[config.mk]
export PLATFORM = sky130hd
export DESIGN_NAME = epaper_dirty_rect_refresh_policy
export DESIGN_NICKNAME = d
export VERILOG_FILES = /design/src/design/edrp_pkg.sv /design/src/design/epaper_dirty_rect_refresh_policy.sv
export SDC_FILE = /design/constraint.sdc
export NUM_CORES = 1
export LEC_CHECK = 0
export BUFFER_PORTS_ARGS = -buffer_cell sky130_fd_sc_hd__buf_2
export CORE_UTILIZATION = 50
export CTS_BUF_LIST = sky130_fd_sc_hd__clkbuf_2
export CTS_CLUSTER_SIZE = 10
export DETAILED_ROUTE_END_ITERATION = 16
export GPL_TIMING_DRIVEN = 0
export PLACE_DENSITY_LB_ADDON = 0.1
export SLEW_MARGIN = 20
export SYNTH_ARGS = -nofsm -noshare
export SYNTH_HDL_FRONTEND = slang
export SYNTH_SLANG_ARGS = --single-unit
[constraint.sdc]
create_clock -name clk -period 15.7 [get_ports clk]
set_input_delay 0.785 -clock clk [delete_from_list [all_inputs] [get_ports clk]]
set_output_delay 0.785 -clock clk [all_outputs]
set_load 0.01 [all_outputs]
[src/design/edrp_pkg.sv]
// Shared types and constants for the e-paper dirty-rectangle refresh policy block.
// Holds the transfer structs, the action, refresh mode and register index codes.
// No dependencies.
package edrp_pkg;

  // Panel limits of this build. Configured geometry is clamped to these.
  localparam int MAX_WIDTH_BYTES = 128;
  localparam int MAX_HEIGHT      = 1024;
  localparam int WIDTH_CAP  = (MAX_WIDTH_BYTES < 128) ? MAX_WIDTH_BYTES : 128;
  localparam int HEIGHT_CAP = (MAX_HEIGHT < 1024) ? MAX_HEIGHT : 1024;

  // Configuration data is as wide as the widest register (frame_height).
  localparam int CFG_DATA_W = 11;

  // Register reset values.
  localparam logic [7:0]  RST_WIDTH_BYTES   = 8'd35;
  localparam logic [10:0] RST_FRAME_HEIGHT  = 11'd480;
  localparam logic [4:0]  RST_PARTIAL_LIMIT = 5'd20;

  typedef enum logic [1:0] {
    ACT_BYTE_PAIR = 2'd0,
    ACT_ARM_SHOT  = 2'd1,
    ACT_WAKEUP    = 2'd2
  } action_t;

  typedef enum logic [1:0] {
    MODE_NONE      = 2'd0,
    MODE_INIT_FULL = 2'd1,
    MODE_FULL      = 2'd2,
    MODE_PARTIAL   = 2'd3
  } refresh_mode_t;

  typedef enum logic [1:0] {
    CFG_WIDTH_BYTES   = 2'd0,
    CFG_FRAME_HEIGHT  = 2'd1,
    CFG_KEEP_PARTIAL  = 2'd2,
    CFG_PARTIAL_LIMIT = 2'd3
  } cfg_index_t;

  typedef struct packed {
    action_t    action;
    logic [7:0] current_byte;
    logic [7:0] previous_byte;
    logic       last_of_frame;
  } in_item_t;

  typedef struct packed {
    refresh_mode_t refresh_mode;
    logic [9:0]    rect_x;
    logic [9:0]    rect_y;
    logic [10:0]   rect_w;
    logic [10:0]   rect_h;
  } out_item_t;

endpackage

[src/design/epaper_dirty_rect_refresh_policy.sv]
// Pipeline: an accepted transfer lands in the input register and is evaluated from there;
// its decision is then loaded into the output register, unless a held decision stalls it.
// Throughput: one input transfer per cycle; only a decision held by out_stall can back up.
// Reset (rst_n low, synchronous): both pipeline registers empty, box cleared, an initial
// full refresh pending, registers back to 35 bytes, 480 rows, force off, limit 20.
//
// Top level of the e-paper dirty-rectangle refresh policy. Depends on edrp_pkg.
module epaper_dirty_rect_refresh_policy (
  input  logic                          clk,
  input  logic                          rst_n,
  // Input channel: frame byte pairs and control actions.
  input  logic                          in_valid,
  output logic                          in_stall,
  input  edrp_pkg::in_item_t            in_data,
  // Result channel: one refresh decision per frame.
  output logic                          out_valid,
  input  logic                          out_stall,
  output edrp_pkg::out_item_t           out_data,
  // Configuration write port.
  input  logic                          cfg_wr_en,
  input  logic [1:0]                    cfg_addr,
  input  logic [edrp_pkg::CFG_DATA_W-1:0] cfg_wdata
);

  localparam logic [7:0]  W_CAP = 8'(edrp_pkg::WIDTH_CAP);
  localparam logic [10:0] H_CAP = 11'(edrp_pkg::HEIGHT_CAP);

  // Configuration registers.
  logic [7:0]  width_bytes_r;
  logic [10:0] frame_height_r;
  logic        keep_partial_r;
  logic [4:0]  partial_limit_r;

  // Input register. It decouples in_stall from the decision logic and lets a new
  // transfer come in while the previous one is being evaluated.
  logic                 in_valid_r, in_valid_nxt;
  edrp_pkg::in_item_t   in_data_r;

  // Output register. It holds a finished decision until the consumer takes it.
  logic                 out_valid_r, out_valid_nxt;
  edrp_pkg::out_item_t  out_data_r, out_data_nxt;

  // Raster position and dirty bounding box.
  logic [6:0] column_pos_r, column_pos_nxt;
  logic [9:0] row_pos_r, row_pos_nxt;
  logic [9:0] min_row_r, min_row_nxt;
  logic [9:0] max_row_r, max_row_nxt;
  logic [6:0] min_col_r, min_col_nxt;
  logic [6:0] max_col_r, max_col_nxt;
  logic       any_change_r, any_change_nxt;

  // Policy state.
  logic       initial_pending_r, initial_pending_nxt;
  logic       one_shot_armed_r, one_shot_armed_nxt;
  logic [4:0] partial_run_count_r, partial_run_count_nxt;

  // Decision datapath.
  logic [7:0]  w_eff;
  logic [10:0] h_eff;
  logic [4:0]  limit_eff;
  logic [10:0] px_w;
  logic        gives_result;
  logic        proceed;
  logic        in_box;
  logic [9:0]  box_min_row, box_max_row;
  logic [6:0]  box_min_col, box_max_col;
  logic        box_any;
  logic [7:0]  box_w_bytes;
  logic [10:0] box_h;
  logic [18:0] box_area;
  logic [18:0] panel_area;
  logic        area_big;
  logic        full;
  logic [6:0]  col_inc;

  // Effective geometry: zero reads as one, larger values clamp to the build limits.
  always_comb begin
    if (width_bytes_r == 8'd0) begin
      w_eff = 8'd1;
    end else if (width_bytes_r > W_CAP) begin
      w_eff = W_CAP;
    end else begin
      w_eff = width_bytes_r;
    end
    if (frame_height_r == 11'd0) begin
      h_eff = 11'd1;
    end else if (frame_height_r > H_CAP) begin
      h_eff = H_CAP;
    end else begin
      h_eff = frame_height_r;
    end
    limit_eff = (partial_limit_r == 5'd0) ? 5'd1 : partial_limit_r;
    px_w      = {w_eff, 3'b000};
  end

  // Only the last byte pair of a frame yields a decision. Any other transfer may
  // move on even while the output register is held by the consumer.
  assign gives_result = in_valid_r && (in_data_r.action == edrp_pkg::ACT_BYTE_PAIR)
                        && in_data_r.last_of_frame;
  assign proceed  = in_valid_r && (!gives_result || !out_valid_r || !out_stall);
  assign in_stall = in_valid_r && !proceed;

  // Fold the current byte into the box. A byte that lies outside the configured
  // panel still advances the raster position but never widens the box.
  assign in_box = (in_data_r.current_byte != in_data_r.previous_byte)
                  && ({1'b0, column_pos_r} < w_eff) && ({1'b0, row_pos_r} < h_eff);

  always_comb begin
    box_min_row = (in_box && (row_pos_r < min_row_r)) ? row_pos_r : min_row_r;
    box_max_row = (in_box && (row_pos_r > max_row_r)) ? row_pos_r : max_row_r;
    box_min_col = (in_box && (column_pos_r < min_col_r)) ? column_pos_r : min_col_r;
    box_max_col = (in_box && (column_pos_r > max_col_r)) ? column_pos_r : max_col_r;
    box_any     = any_change_r || in_box;
  end

  // Area test in byte columns: twice the box area against the panel area. Both
  // sides carry the same factor of eight pixels per byte, so it cancels. The
  // values are only meaningful when the box holds at least one change.
  assign box_w_bytes = 8'({1'b0, box_max_col} - {1'b0, box_min_col} + 8'd1);
  assign box_h       = 11'({1'b0, box_max_row} - {1'b0, box_min_row} + 11'd1);
  assign box_area    = {11'd0, box_w_bytes} * {8'd0, box_h};
  assign panel_area  = {11'd0, w_eff} * {8'd0, h_eff};
  assign area_big    = {box_area, 1'b0} > {1'b0, panel_area};

  assign col_inc = column_pos_r + 7'd1;

  always_comb begin
    column_pos_nxt        = column_pos_r;
    row_pos_nxt           = row_pos_r;
    min_row_nxt           = min_row_r;
    max_row_nxt           = max_row_r;
    min_col_nxt           = min_col_r;
    max_col_nxt           = max_col_r;
    any_change_nxt        = any_change_r;
    initial_pending_nxt   = initial_pending_r;
    one_shot_armed_nxt    = one_shot_armed_r;
    partial_run_count_nxt = partial_run_count_r;
    out_data_nxt          = out_data_r;
    full                  = 1'b0;
    in_valid_nxt          = in_valid_r;
    out_valid_nxt         = out_valid_r && out_stall;

    if (proceed) begin
      case (in_data_r.action)
        edrp_pkg::ACT_ARM_SHOT: begin
          one_shot_armed_nxt = 1'b1;
        end
        edrp_pkg::ACT_WAKEUP: begin
          initial_pending_nxt = 1'b1;
        end
        edrp_pkg::ACT_BYTE_PAIR: begin
          if (!in_data_r.last_of_frame) begin
            min_row_nxt    = box_min_row;
            max_row_nxt    = box_max_row;
            min_col_nxt    = box_min_col;
            max_col_nxt    = box_max_col;
            any_change_nxt = box_any;
            // Column wraps at the panel width or at its own range; the row then advances.
            if (({1'b0, col_inc} >= w_eff) || (col_inc == 7'd0)) begin
              column_pos_nxt = 7'd0;
              row_pos_nxt    = row_pos_r + 10'd1;
            end else begin
              column_pos_nxt = col_inc;
            end
          end else begin
            out_valid_nxt = 1'b1;
            if (initial_pending_r) begin
              // First frame after wakeup always gets a full refresh.
              initial_pending_nxt       = 1'b0;
              out_data_nxt.refresh_mode = edrp_pkg::MODE_INIT_FULL;
              out_data_nxt.rect_x       = 10'd0;
              out_data_nxt.rect_y       = 10'd0;
              out_data_nxt.rect_w       = px_w;
              out_data_nxt.rect_h       = h_eff;
            end else if (!box_any) begin
              out_data_nxt.refresh_mode = edrp_pkg::MODE_NONE;
              out_data_nxt.rect_x       = 10'd0;
              out_data_nxt.rect_y       = 10'd0;
              out_data_nxt.rect_w       = 11'd0;
              out_data_nxt.rect_h       = 11'd0;
            end else begin
              full = (area_big && !keep_partial_r)
                     || (keep_partial_r && (partial_run_count_r >= limit_eff));
              if (keep_partial_r && one_shot_armed_r) begin
                one_shot_armed_nxt = 1'b0;
              end
              if (full) begin
                partial_run_count_nxt     = 5'd0;
                out_data_nxt.refresh_mode = edrp_pkg::MODE_FULL;
                out_data_nxt.rect_x       = 10'd0;
                out_data_nxt.rect_y       = 10'd0;
                out_data_nxt.rect_w       = px_w;
                out_data_nxt.rect_h       = h_eff;
              end else begin
                if (partial_run_count_r < limit_eff) begin
                  partial_run_count_nxt = partial_run_count_r + 5'd1;
                end
                out_data_nxt.refresh_mode = edrp_pkg::MODE_PARTIAL;
                if (keep_partial_r && one_shot_armed_r) begin
                  // An armed one-shot widens the partial update to the whole panel.
                  out_data_nxt.rect_x = 10'd0;
                  out_data_nxt.rect_y = 10'd0;
                  out_data_nxt.rect_w = px_w;
                  out_data_nxt.rect_h = h_eff;
                end else begin
                  out_data_nxt.rect_x = {box_min_col, 3'b000};
                  out_data_nxt.rect_y = box_min_row;
                  out_data_nxt.rect_w = {box_w_bytes, 3'b000};
                  out_data_nxt.rect_h = box_h;
                end
              end
            end
            // Every decision starts a fresh frame.
            column_pos_nxt = 7'd0;
            row_pos_nxt    = 10'd0;
            min_row_nxt    = '1;
            max_row_nxt    = 10'd0;
            min_col_nxt    = '1;
            max_col_nxt    = 7'd0;
            any_change_nxt = 1'b0;
          end
        end
        default: begin
          // The unused action code is dropped without effect.
        end
      endcase
    end

    // Writing keep_partial restarts the forced partial run.
    if (cfg_wr_en && (edrp_pkg::cfg_index_t'(cfg_addr) == edrp_pkg::CFG_KEEP_PARTIAL)) begin
      partial_run_count_nxt = 5'd0;
    end

    if (in_valid && !in_stall) begin
      in_valid_nxt = 1'b1;
    end else if (proceed) begin
      in_valid_nxt = 1'b0;
    end
  end

  always_ff @(posedge clk) begin
    if (!rst_n) begin
      width_bytes_r       <= edrp_pkg::RST_WIDTH_BYTES;
      frame_height_r      <= edrp_pkg::RST_FRAME_HEIGHT;
      keep_partial_r      <= 1'b0;
      partial_limit_r     <= edrp_pkg::RST_PARTIAL_LIMIT;
      in_valid_r          <= 1'b0;
      out_valid_r         <= 1'b0;
      column_pos_r        <= 7'd0;
      row_pos_r           <= 10'd0;
      min_row_r           <= '1;
      max_row_r           <= 10'd0;
      min_col_r           <= '1;
      max_col_r           <= 7'd0;
      any_change_r        <= 1'b0;
      initial_pending_r   <= 1'b1;
      one_shot_armed_r    <= 1'b0;
      partial_run_count_r <= 5'd0;
    end else begin
      if (cfg_wr_en) begin
        case (edrp_pkg::cfg_index_t'(cfg_addr))
          edrp_pkg::CFG_WIDTH_BYTES:   width_bytes_r   <= cfg_wdata[7:0];
          edrp_pkg::CFG_FRAME_HEIGHT:  frame_height_r  <= cfg_wdata[10:0];
          edrp_pkg::CFG_KEEP_PARTIAL:  keep_partial_r  <= cfg_wdata[0];
          edrp_pkg::CFG_PARTIAL_LIMIT: partial_limit_r <= cfg_wdata[4:0];
          default: begin
          end
        endcase
      end
      in_valid_r          <= in_valid_nxt;
      out_valid_r         <= out_valid_nxt;
      column_pos_r        <= column_pos_nxt;
      row_pos_r           <= row_pos_nxt;
      min_row_r           <= min_row_nxt;
      max_row_r           <= max_row_nxt;
      min_col_r           <= min_col_nxt;
      max_col_r           <= max_col_nxt;
      any_change_r        <= any_change_nxt;
      initial_pending_r   <= initial_pending_nxt;
      one_shot_armed_r    <= one_shot_armed_nxt;
      partial_run_count_r <= partial_run_count_nxt;
    end
  end

  // Payload registers carry no reset.
  always_ff @(posedge clk) begin
    if (in_valid && !in_stall) begin
      in_data_r <= in_data;
    end
    out_data_r <= out_data_nxt;
  end

  assign out_valid = out_valid_r;
  assign out_data  = out_data_r;

endmodule

* After elaboration in Yosys (flattened, before gate mapping)
Cells that the tools add are included.
** Word-level totals
- Flip-flop bits (word level) :: 149
- Bits of input ports :: 37
- Output and inout bits :: 46
- Logic and storage cells :: 150
** Cells by class
- Add/sub/neg operators :: 7
- Multiply operators :: 2
- Order comparisons :: 12
- Eq/ne operators :: 10
- Multiplexer cells :: 36
- Bitwise logic cells :: 3
- Reductions and logical operators :: 52
** Operator list (count)
- 43-bit 2-to-1 mux :: 2
- 10-bit 2-to-1 mux :: 6
- 42-bit 2-to-1 mux :: 1
- 7-bit 2-to-1 mux :: 6
- 8-bit by 11-bit multiplier with 19-bit output :: 2
- 11-bit 2-to-1 mux :: 2
- 22-bit 2-to-1 mux :: 1
- 20-bit by 19-bit > comparator with 1-bit output :: 1
- 1-bit logical AND :: 16
- 8-bit 2-to-1 mux :: 2
- 5-bit 2-to-1 mux :: 3
- 6-bit AND reduction :: 2
- 11-bit by 1-bit adder with 11-bit output (second input constant) :: 1
- 11-bit > comparator (second input constant) :: 1
- 11-bit zero test :: 1
- 10-bit by 11-bit less-than comparator with 1-bit output :: 1
- 1-bit 2-to-1 mux :: 11
- 10-bit by 10-bit subtractor with 11-bit output :: 1
- 10-bit by 1-bit adder with 10-bit output (second input constant) :: 1
- 10-bit > comparator :: 1
- 10-bit less-than comparator :: 1
- 2-bit AND reduction :: 5
- 2-bit nonzero test :: 5
- 3-bit AND reduction :: 3
- 27 further kinds :: 46

* Depth between registers and ports, before layout
Gate-level depths: netlist of run 1.
- Depth in word-level cells :: 17
- Mapped depth :: 55
- Gate-level depth less buffers :: 50

* Worst setup path before layout of run 1
Ideal clock, no wire load.
- Path type :: reg-to-reg
- From :: register frame_height_r[4]
- To :: register out_data_r, in the netlist out_data[19] (data pin)
- Setup time :: 284 ps
- Arrival time :: 10913 ps
- Data required time :: 15416 ps
- Slack :: 4503 ps
- Cell stages (with the launch flop) :: 53
- Path buffers :: 5
- Period minus slack after synthesis :: 11197 ps
- Cells stage by stage :: dfxtp_1 nor4_4 nand2_1 o41ai_1 and2_1 clkbuf_1 inv_1 ha_1 a211oi_1 o21ai_0 nor2_1 a211oi_1 or2_1 buf_6 or3_1 buf_4 mux2_4 ha_1 [... 17 more ...] ha_1 o21ai_0 nor2_1 nand2_1 o21ai_0 a211oi_1 a21oi_1 xor2_1 ha_1 and4_1 o2111ai_1 o21ai_0 a31oi_1 o2bb2ai_1 and2_1 buf_2 buf_2 o32ai_1
** Between the ends
- Longest elaborated chain between the ends :: 16
- Elaborated cells between the ends (all ways) :: 28
- Classes of those cells :: 4 x add/sub; 2 x mul; 3 x order compare; 10 x mux; 9 x reduce/logical
** RTL lines
- from (decl) :: line epaper_dirty_rect_refresh_policy.sv:30 : logic [10:0] frame_height_r;
- from (signal assigned) :: line epaper_dirty_rect_refresh_policy.sv:244 : frame_height_r <= edrp_pkg::RST_FRAME_HEIGHT;
- from (signal assigned) :: line epaper_dirty_rect_refresh_policy.sv:263 : edrp_pkg::CFG_FRAME_HEIGHT: frame_height_r <= cfg_wdata[10:0];
- 11-bit > comparator :: line epaper_dirty_rect_refresh_policy.sv:87 : end else if (frame_height_r > H_CAP) begin
- 11-bit 2-to-1 mux :: line epaper_dirty_rect_refresh_policy.sv:87
- 11-bit 2-to-1 mux (*) :: line epaper_dirty_rect_refresh_policy.sv:85 : if (frame_height_r == 11'd0) begin
- 10-bit by 11-bit less-than comparator with 1-bit output (*) :: line epaper_dirty_rect_refresh_policy.sv:106 : && ({1'b0, column_pos_r} < w_eff) && ({1'b0, row_pos_r} < h_eff);
- 1-bit logical AND (*) :: line epaper_dirty_rect_refresh_policy.sv:106
- 1-bit logical AND (*) :: line epaper_dirty_rect_refresh_policy.sv:109 : box_min_row = (in_box && (row_pos_r < min_row_r)) ? row_pos_r : min_row_r;
- 10-bit 2-to-1 mux (*) :: line epaper_dirty_rect_refresh_policy.sv:109
- named net box_min_row[1] :: line epaper_dirty_rect_refresh_policy.sv:65 : logic [9:0] box_min_row, box_max_row;
- 10-bit by 10-bit subtractor with 11-bit output (*) :: line epaper_dirty_rect_refresh_policy.sv:120 : assign box_h = 11'({1'b0, box_max_row} - {1'b0, box_min_row} + 11'd1);
- 11-bit by 1-bit adder with 11-bit output (*) :: line epaper_dirty_rect_refresh_policy.sv:120
- 8-bit by 11-bit multiplier with 19-bit output (*) :: line epaper_dirty_rect_refresh_policy.sv:121 : assign box_area = {11'd0, box_w_bytes} * {8'd0, box_h};
- 20-bit by 19-bit > comparator with 1-bit output (*) :: line epaper_dirty_rect_refresh_policy.sv:123 : assign area_big = {box_area, 1'b0} > {1'b0, panel_area};
- 1-bit logical AND (*) :: line epaper_dirty_rect_refresh_policy.sv:182 : full = (area_big && !keep_partial_r)
- 1-bit logical OR (*) :: line epaper_dirty_rect_refresh_policy.sv:183 : || (keep_partial_r && (partial_run_count_r >= limit_eff));
- 43-bit 2-to-1 mux (*) :: line epaper_dirty_rect_refresh_policy.sv:187 : if (full) begin
- 43-bit 2-to-1 mux (*) :: line epaper_dirty_rect_refresh_policy.sv:175 : end else if (!box_any) begin
- 22-bit 2-to-1 mux (*) :: line epaper_dirty_rect_refresh_policy.sv:167 : if (initial_pending_r) begin
- to (signal assigned) :: line epaper_dirty_rect_refresh_policy.sv:290 : out_data_r <= out_data_nxt;
- to (decl) :: line epaper_dirty_rect_refresh_policy.sv:41 : edrp_pkg::out_item_t out_data_r, out_data_nxt;
Mark *: on every way through the listed nets, which the timed path passes. The rest lies on a longest branch.
A chain may end at the register's enable or synchronous reset.

* Final worst setup path of run 1
- From :: register frame_height_r[4]
- To :: register out_data_r, in the netlist out_data[16] (data pin)
** Between the ends
- Longest elaborated chain between the ends :: 16
- Elaborated cells between the ends (all ways) :: 28
- Classes of those cells :: 4 x add/sub; 2 x mul; 3 x order compare; 10 x mux; 9 x reduce/logical
** RTL lines
- 11-bit > comparator :: line epaper_dirty_rect_refresh_policy.sv:87
- 11-bit 2-to-1 mux :: line epaper_dirty_rect_refresh_policy.sv:87
- 11-bit 2-to-1 mux (*) :: line epaper_dirty_rect_refresh_policy.sv:85
- 10-bit by 11-bit less-than comparator with 1-bit output :: line epaper_dirty_rect_refresh_policy.sv:106
- 1-bit logical AND :: line epaper_dirty_rect_refresh_policy.sv:106
- 1-bit logical AND (on tied branches)
- 10-bit 2-to-1 mux, or another cell as far along :: line epaper_dirty_rect_refresh_policy.sv:110 : box_max_row = (in_box && (row_pos_r > max_row_r)) ? row_pos_r : max_row_r;
- 10-bit by 10-bit subtractor with 11-bit output / 7-bit by 7-bit subtractor with 8-bit output (equally long branches) :: line epaper_dirty_rect_refresh_policy.sv:120, epaper_dirty_rect_refresh_policy.sv:119
- 11-bit by 1-bit adder with 11-bit output / 8-bit by 1-bit adder with 8-bit output (equally long branches) :: line epaper_dirty_rect_refresh_policy.sv:120, epaper_dirty_rect_refresh_policy.sv:119
- 8-bit by 11-bit multiplier with 19-bit output :: line epaper_dirty_rect_refresh_policy.sv:121
- 20-bit by 19-bit > comparator with 1-bit output :: line epaper_dirty_rect_refresh_policy.sv:123
- 1-bit logical AND :: line epaper_dirty_rect_refresh_policy.sv:182
- 1-bit logical OR :: line epaper_dirty_rect_refresh_policy.sv:183
- 43-bit 2-to-1 mux :: line epaper_dirty_rect_refresh_policy.sv:187
- 43-bit 2-to-1 mux (*) :: line epaper_dirty_rect_refresh_policy.sv:175
- 22-bit 2-to-1 mux (*) :: line epaper_dirty_rect_refresh_policy.sv:167
Mark *: on every way between the ends. The rest lies on a longest branch, timed or not.

==> qor.txt, run 1 <==
Status: complete, no violations
Core footprint: 27,900 um2
Synth cell types: 72
Clock transition at the registers of the reported paths: 0.30 ns
Yosys warns: 0
Clock Skew: 0.0537 ns
Post-Synth Simple-Gate Area: 16.2%
Main combinational cell family by area after synthesis: adder cells
Top post-synthesis cells by count: 215 x inv_1, 191 x ha_1, 163 x nand2_1, 143 x nor2_1, 110 x fa_1
Final setup vio count: 0
Residual DRC: 0
CTS Buf Count: 17
CTS tree: done
Initial antenna violation count: 1
Cell Area, Placed: 15,100 um2
Max Cap Viol: 0
Period utilization: 90.0%
Clk sinks: 143
Largest net degree at the start of global routing: 33
Most frequent cell after synthesis: inv_1
Max incr delay on CP: 0.61 ns
Buf+Inv Stages, Crit Path: 8
Die Height: 171 um
WS Path Type: reg -> reg
Layout cells sized above 1: 8.83%
Slowest cell on crit path: clkbuf_1
Skew-Pair Late Insertion Delay: 0.77 ns
Max Slew Vio Count: 0
Synth Area in Compound Gates: 13.0%
GPL Wtd Cong: 0.904
Max Freq: 0.0708 GHz
Vias: 11,400
Fill cells: 2,668
Row cnt: 61
First-pass GRT wire length: 59.5 mm
Synthesized area: 14,200 um2
Worst hold path type: in -> reg
Worst Setup Start Kind: register
Total GRT Usage: 26.6%
CP top delay family: compound AO/OA/AOI/OAI gates
Post-place setup slack: 1.77 ns
Worst-Margin Slew: 1.02 ns
Xor and xnor fraction of the mapped netlist area: 3.75%
Port buffer count: 75
Root buffer cell: clkbuf_2
Max-slew headroom: 31.5%
Vias in the first global route: 11,300
Starting Density: 51.0%
Ys async rst share: 0%
Fin Setup TNS: 0 ns
CP Max Fanout: 10
EDFF count, synth: 57
Mux cell area share after synthesis: 2.87%
Synth Area in Adders: 32.2%
Syn avg cell area: 8.98 um2
Largest area contributor in the netlist: ha_1
WL/cell: 17.8 um
Area contributors post-synth: ha_1 17%, fa_1 15%, dfxtp_1 12%
Postcts setup bufs: 0
Final Cell Area: 15,400 um2
CP Capture Type: register
Min Tclk post-route: 14.13 ns
I/O pins: 83
Post-synthesis sequential area ratio: 24.1%
Final Hold Violating Endpoints: 0
RSZ-0062 raised after global routing: no
Area Growth Syn to Fin: 8.04%
Critical Path RT: 16.20 ns
Post_cts resized: 0
Most used flip-flop cell after synthesis: dfxtp_1
LEAKAGE: 7.42 nW
Final WS setup: 1.57 ns
Maximum root-to-sink buffer count: 2
Seq cells post-synth: 143
Die width: 171 um
Area share of the largest cell type after synthesis: 16.8%
Post-DP HPWL: 29.8 mm
Hold bufs inserted after CTS: 0
DR pass1 iterations: 5
Total length of routed wires: 37.0 mm
Pwr dens: 59.6 nW/um2
CP Data Arrival Time: 14.63 ns
Routed Antenna Nets: 0
Die area: 29,200 um2
VDD IR max: 40.7 uV
Drt initial violations: 696
H-tree levels: 4
Syn Inst Count: 1,586
Grt total ovfl: 0
Vias/cell: 5.46
Net count, final: 2,024
[final timing paths]
kind / from / endpoint / slack (ns) / cells after the start
setup reg to reg: frame_height_r[4] / out_data[16] / 1.57 / 50
hold reg to reg: min_col_r[1] / min_col_r[1] / 0.51 / 2
hold / removal: in_data[10] / in_data_r[10] / 0.16 / 1
setup / recovery: frame_height_r[4] / out_data[16] / 1.57 / 50
[cells by family after synthesis]
| group | count (synthesis) |
|---|---|
| DFF | 143 |
| muxes | 40 |
| other | 1 |
| buffers and inverters | 281 |
| adders and majority gates | 301 |
| AOI/OAI and AO/OA | 267 |
| and+or+nand+nor | 492 |
| xor gates and xnor gates | 61 |
[cell usage in the layout (no fill, tap or decap), drive strengths merged, types with 31 or more instances in the layout]
cell / n
ha: 191
fa: 110
dfxtp: 86
inv: 224
buf: 97
o21ai: 46
clkbuf: 57
nor2b: 43
nand3: 32
edfxtp: 57
xor2: 31
nand2: 163
nor2: 143
a21oi: 51
mux2i: 36
[layout make-up]
| class | count | area [um2] | share of cell area [%] |
|---|---|---|---|
| Antenna cell | 1 | 2.50 | 0.0163 |
| Buffer | 61 | 288 | 1.87 |
| Multi-Input combinational cell | 1167 | 9720 | 63.2 |
| Tap cell | 378 | 473 | 3.07 |
| Timing Repair Buffer | 76 | 395 | 2.57 |
| Sequential cell | 143 | 3430 | 22.3 |
| Inverter | 220 | 826 | 5.36 |
| Clock buffer | 17 | 85.1 | 0.553 |
| Clock inverter | 15 | 168 | 1.09 |
[metal layers]
| metal | GRT usage (%) | routed length (um) |
|---|---|---|
| met5 | 0 | 0 |
| met4 | 8.38 | 824 |
| met3 | 3.56 | 1830 |
| met2 | 43.6 | 17000 |
| met1 | 36.3 | 17300 |
[per-stage QoR]
stage                     hold WS, ns  utilization, %  std cells  power (mW)
after CTS                      0.0801            55.1       2077       0.924
after global routing           0.0658            55.1       2078       0.976
after detailed placement        0.462            54.2       2045       0.691
after global placement          0.457            54.1       2044       0.685
after floorplan                 0.433               -       1591       0.614
final                           0.159            55.1       2078       0.917
[state kept, by name, indices dropped and copies added (netlist names), 5 cells and up]
register	flops
row_pos_r	10
out_data	38
max_row_r	10
column_pos_r	7
partial_limit_r	5
max_col_r	7
width_bytes_r	8
partial_run_count_r	5
min_col_r	7
in_data_r	19
frame_height_r	11
min_row_r	10
[worst register-to-register path, delay by kind of cell, from the launching register on]
family          cells  cell delay (ns)
flops               1             0.41
buf+inv             8             1.96
fa+ha+maj           9             3.50
compound gates     21             5.48
xor+xnor            2             0.43
simple gates       10             2.11
[power by group]
group | switching [mW] | total, mW | internal (mW) | leakage, nW
clock network | 0.176 | 0.231 | 0.0546 | 0.156
logic | 0.171 | 0.282 | 0.111 | 6.04
registers | 0.00646 | 0.403 | 0.397 | 1.23
total | 0.354 | 0.917 | 0.562 | 7.42
Power figures use the tool's default switching activity.
==> run 2, diff against run 1 <==
--- a/config.mk
+++ b/config.mk
@@ -11,8 +11,10 @@
 export CTS_CLUSTER_SIZE = 10
 export DETAILED_ROUTE_END_ITERATION = 16
 export GPL_TIMING_DRIVEN = 0
+export MAX_ROUTING_LAYER = met4
 export PLACE_DENSITY_LB_ADDON = 0.1
-export SLEW_MARGIN = 20
+export REMOVE_ABC_BUFFERS = 1
+export SLEW_MARGIN = 10
 export SYNTH_ARGS = -nofsm -noshare
 export SYNTH_HDL_FRONTEND = slang
 export SYNTH_SLANG_ARGS = --single-unit
==> run 2 against run 1 <==
Compared with the run above:
- non-clock buffer count fell by 59
- worst setup slack got worse by 0.34 ns
- design area is 1.9% lower
- fmax is 2.3% lower
- critical endpoint is now out_data[9]
==> qor.txt, run 2 (synthesis results as in run 1) <==
Status: complete, no violations
Die Height: 171 um
Die width: 171 um
Worst Setup Start Kind: register
H-tree levels: 4
Clock transition at the registers of the reported paths: 0.26 ns
Layout cells sized above 1: 8.35%
Largest register FFs: 38
CP Capture Type: register
Largest net degree at the start of global routing: 46
Commonest non-fill, non-tap cells in the layout: 214 x inv_1, 191 x ha_1, 162 x nand2_1
LEAKAGE: 7.28 nW
Pwr dens: 59.4 nW/um2
Final Hold Violating Endpoints: 0
Skew-Pair Late Insertion Delay: 0.76 ns
DR pass1 iterations: 8
Hold-critical path endpoint: in_data_r[13]
Worst hold path type: in -> reg
RSZ-0062 raised after global routing: no
Port buffer count: 76
Vias/cell: 5.58
Hold path startpoint: in_data[13]
Area Growth Syn to Fin: 6.03%
Worst-Margin Slew: 1.12 ns
Post-place setup slack: 0.987 ns
Starting Density: 51.0%
Fin Setup TNS: 0 ns
CTS tree: done
Min-Delay Path Depth: 1
WL/cell: 17.0 um
Gate power share: 30.9%
Core footprint: 27,900 um2
Int Power: 0.556 mW
Period utilization: 92.1%
Part of the power in registers: 45.0%
Clock Skew: 0.0566 ns
Die area: 29,200 um2
Post_cts resized: 0
Sw Share: 38.0%
Min Tclk post-route: 14.46 ns
Vias in the first global route: 10,700
Postcts setup bufs: 0
Drt initial violations: 718
Final WS setup: 1.24 ns
Post-DP HPWL: 27.2 mm
Hold bufs inserted after CTS: 0
R2r startpoint: width_bytes_r[7]
Row cnt: 61
Total GRT Usage: 25.2%
Initial antenna violation count: 1
Vias: 11,300
I/O pins: 83
Commonest non-fill, non-tap cell in the layout: inv_1
Net count, final: 1,965
Max Cap Viol: 0
Root buffer cell: clkbuf_2
Final setup vio count: 0
P_sw: 0.341 mW
Max incr delay on CP: 0.90 ns
Grt total ovfl: 0
Total length of routed wires: 34.3 mm
Clock network power share: 24.1%
Reg2Reg Capture Point: out_data[9]
GPL Wtd Cong: 0.906
WS Path Type: reg -> reg
Max Freq: 0.0691 GHz
Reg-to-reg setup timing slack: 1.24 ns
CP Max Fanout: 20
Residual DRC: 0
Critical Path RT: 16.17 ns
First-pass GRT wire length: 55.3 mm
Clk sinks: 143
CP Data Arrival Time: 14.93 ns
Worst Reg2Reg Path Length in Cells: 44
Maximum root-to-sink buffer count: 2
Routed Antenna Nets: 0
Slowest cell on crit path: dfxtp_1
VDD IR max: 39.9 uV
Max-slew headroom: 25.1%
CTS Buf Count: 17
Max Slew Vio Count: 0
-- run 2: worst max path at each step --
stage	start	end	slack [ns]	depth (start not counted)
after floorplan	frame_height_r[4]	out_data[0]	4.09	46
after global placement	width_bytes_r[7]	out_data[9]	1.05	44
after detailed placement	width_bytes_r[7]	out_data[9]	0.99	44
after CTS	width_bytes_r[7]	out_data[9]	0.90	44
after global routing	width_bytes_r[7]	out_data[9]	0.34	44
final	width_bytes_r[7]	out_data[9]	1.24	44
-- run 2: layout make-up --
class                           instances  area, um2
Antenna cell                            1       2.50
Tap cell                              378        473
Multi-Input combinational cell       1167       9730
Inverter                              220        826
Fill cell                            2676      12800
Clock buffer                           18       90.1
Clock inverter                         14        143
Timing Repair Buffer                   78        408
Sequential cell                       143       3430
-- run 2: power groups by stage --
stage               clock network (mW)  logic (mW)  registers (mW)
finish                           0.216       0.277           0.404
global route                     0.233       0.315           0.406
CTS                              0.220       0.276           0.404
detailed placement                   0       0.274           0.411
global placement                     0       0.269           0.411
floorplan                            0       0.199           0.410
-- run 2: worst max-delay path: cells and delay by family, from the launching register on --
family / cells / cell delay (ns)
fa+ha+maj: 9 / 3.36
buf+inv: 4 / 0.58
flops: 1 / 0.90
compound gates: 18 / 5.78
xor+xnor: 2 / 0.51
mux: 1 / 0.39
simple gates: 10 / 2.64
-- run 2: per-layer routing --
metal | wire length (um) | track usage (%) | vias up
met5 | 0 | - | -
met4 | 473 | 5.72 | 0
met3 | 1730 | 3.68 | 33
met2 | 15900 | 39.9 | 313
met1 | 16200 | 34.2 | 5481
li1 | - | - | 5445
-- run 2: stage by stage --
step	utilization (%)	cell area [um2]	hold slack [ns]	total power [mW]	cells
after floorplan	-	14000	0.432	0.609	1530
final	54.1	15100	0.182	0.897	2019
after global placement	53.1	14800	0.451	0.681	1984
after CTS	54.1	15100	0.130	0.900	2018
after detailed placement	53.2	14900	0.460	0.686	1986
after global routing	54.1	15100	0.123	0.954	2019
==> run 3, diff against run 2 <==
--- a/config.mk
+++ b/config.mk
@@ -5,6 +5,7 @@
 export SDC_FILE = /design/constraint.sdc
 export NUM_CORES = 1
 export LEC_CHECK = 0
+export ABC_AREA = 1
 export BUFFER_PORTS_ARGS = -buffer_cell sky130_fd_sc_hd__buf_2
 export CORE_UTILIZATION = 50
 export CTS_BUF_LIST = sky130_fd_sc_hd__clkbuf_2
@@ -18,3 +19,4 @@
 export SYNTH_ARGS = -nofsm -noshare
 export SYNTH_HDL_FRONTEND = slang
 export SYNTH_SLANG_ARGS = --single-unit
+export TNS_END_PERCENT = 100
==> run 3 against run 2 <==
Compared with the run above:
- non-clock buffer count did not move
- first-iteration DRC count grew 9.1%
- clock power about the same
- die area grew 3.5%
- clock skew fell by 0.013 ns
- fmax increased by 8.4%
- design area is 3.5% higher
- area after synthesis increased by 3.5%
- sequential power about the same
- combinational power increased by 80%
- register-to-register slack better by 1.1 ns
- routed wire length rose by 10%
==> qor.txt, run 3 <==
CTS tree: done
Seq cells post-synth: 143
Port buffer count: 76
Commonest non-fill, non-tap cells in the layout: 376 x nand2_1, 333 x inv_1, 191 x ha_1
Top post-synthesis cells by count: 376 x nand2_1, 335 x inv_1, 191 x ha_1, 173 x nor2_1, 135 x a21oi_1
Vias/cell: 5.35
CTS Buf Count: 17
Syn avg cell area: 7.78 um2
Area share of the largest cell type after synthesis: 16.2%
DR pass1 iterations: 5
Synthesized area: 14,800 um2
CP Max Fanout: 27
Post_cts resized: 0
Syn Inst Count: 1,895
GPL Wtd Cong: 0.902
Row cnt: 62
Net count, final: 2,287
Vias: 12,600
Total GRT Usage: 26.9%
CP Data Arrival Time: 13.93 ns
Grt total ovfl: 0
Final WS setup: 2.36 ns
Worst hold slack: 0.160 ns
Routed Antenna Nets: 0
Die area: 30,200 um2
Drt initial violations: 783
Largest register FFs: 38
LEAKAGE: 7.91 nW
First-pass GRT wire length: 62.0 mm
Reg-to-reg setup timing slack: 2.36 ns
Residual DRC: 0
Post-synthesis sequential area ratio: 23.3%
Status: complete, no violations
Most frequent cell after synthesis: nand2_1
Clk sinks: 143
WS Path Type: reg -> reg
Total length of routed wires: 37.8 mm
Largest net degree at the start of global routing: 60
Clock Skew: 0.0434 ns
Die Height: 174 um
Final core occ: 54.2%
CP Capture Type: register
Largest area contributor in the netlist: ha_1
Postcts setup bufs: 0
Fin Setup TNS: 0 ns
Synth cell types: 55
VDD IR max: 44.7 uV
Yosys warns: 0
Area Growth Syn to Fin: 5.95%
Max Freq: 0.0750 GHz
Worst Setup Start Kind: register
Starting Density: 51.1%
ANT cells: 0
Final setup vio count: 0
Slowest cell on crit path: nand4_1
Min-Delay Path Depth: 1
Fill cells: 2,859
Worst Reg2Reg Path Length in Cells: 49
Reg2Reg Capture Point: out_data[37]
Min Tclk post-route: 13.34 ns
Max Cap Viol: 0
Ys async rst share: 0%
Post-place setup slack: 2.49 ns
Area contributors post-synth: ha_1 16%, fa_1 15%, dfxtp_1 12%
Critical Path RT: 16.29 ns
Skew-Pair Late Insertion Delay: 0.77 ns
Worst-Margin Slew: 1.24 ns
Vias in the first global route: 12,000
R2r startpoint: width_bytes_r[7]
I/O pins: 83
Root buffer cell: clkbuf_2
H-tree levels: 4
Commonest non-fill, non-tap cell in the layout: nand2_1
Die width: 174 um
Max Slew Vio Count: 0
Hold-critical path endpoint: in_data_r[2]
Clock transition at the registers of the reported paths: 0.27 ns
Hold path startpoint: in_data[2]
Maximum root-to-sink buffer count: 2
Pwr dens: 71.7 nW/um2
Max-slew headroom: 16.8%
Period utilization: 85.0%
Hold bufs inserted after CTS: 0
Most used flip-flop cell after synthesis: dfxtp_1
Initial antenna violation count: 0
Worst hold path type: in -> reg
Max incr delay on CP: 0.79 ns
Core footprint: 28,900 um2
Post-DP HPWL: 30.0 mm
Layout cells sized above 1: 9.94%
WL/cell: 16.1 um
Final Hold Violating Endpoints: 0
RSZ-0062 raised after global routing: no
EDFF count, synth: 57
run 3: cell count changes in the layout (fill, tap and decap cells not counted), sizes merged, moves of 16 or more:
| cell | previous run | this run |
|---|---|---|
| nand2b | 19 | 0 |
| nand3 | 32 | 83 |
| mux2i | 36 | 0 |
| nor2b | 43 | 0 |
| nor2 | 143 | 188 |
| and2 | 16 | 0 |
| inv | 225 | 350 |
| a21oi | 51 | 137 |
| xnor2 | 30 | 14 |
| o21ai | 46 | 114 |
| nand2 | 163 | 388 |
| o32ai | 17 | 0 |
| a22o | 17 | 0 |
run 3: logic make-up after synthesis:
| kind of cell | count (synthesis) | share of synthesized area [%] |
|---|---|---|
| other | 1 | 0.0254 |
| buffers and inverters | 397 | 10.8 |
| adders and majority gates | 301 | 31.1 |
| xor gates and xnor gates | 45 | 2.67 |
| and+or+nand+nor | 715 | 20.6 |
| DFF | 143 | 23.3 |
| AOI/OAI and AO/OA | 293 | 11.5 |
run 3: metal layers:
layer	share of wire (%)	GRT usage, %	vias up	routed length [um]
met3	5.4	3.03	57	2030
met4	2.4	7.64	0	906
met2	46	41.7	357	17300
met1	47	37.0	5954	17600
li1	-	-	6188	-
met5	0	-	-	0
run 3: final cells by class:
type	instances	area, um2	area share [%]
multi-input combinational	1360	9750	62.4
sequential	143	3430	22.0
inverter	349	1310	8.41
tap	384	480	3.07
timing repair buffer	78	423	2.71
clock inverter	15	144	0.921
clock buffer	17	85.1	0.544
run 3: worst max-delay path by stage:
stage	end	startpoint	slack (ns)
6_report	out_data[37]	width_bytes_r[7]	2.36
5_1_grt	out_data[37]	width_bytes_r[7]	1.47
4_1_cts	out_data[37]	width_bytes_r[7]	2.36
3_5_place_dp	out_data[37]	width_bytes_r[7]	2.49
3_3_place_gp	out_data[35]	width_bytes_r[7]	2.71
2_1_floorplan	out_data[28]	frame_height_r[0]	5.65
run 3: report_power, final:
group          switching (mW)  total, mW  leakage, nW  internal, mW
clock                   0.166      0.216        0.134        0.0496
sequential            0.00697      0.406         1.23         0.399
combinational           0.328      0.499         6.56         0.171
run 3: critical path: cells and delay by family, from the launching register on:
kind	cells	cell delay [ns]
simple gates	20	4.65
fa+ha+maj	10	4.10
compound gates	12	2.43
buf+inv	6	1.23
flops	1	0.59
xor+xnor	1	0.19
run 3: per-stage QoR:
stage                     power [mW]  instances  area [um2]
after global placement         0.904       2312       15400
after global routing            1.22       2346       15600
after floorplan                0.780       1852       14500
final                           1.12       2346       15600
after detailed placement       0.913       2314       15400
after CTS                       1.13       2346       15600
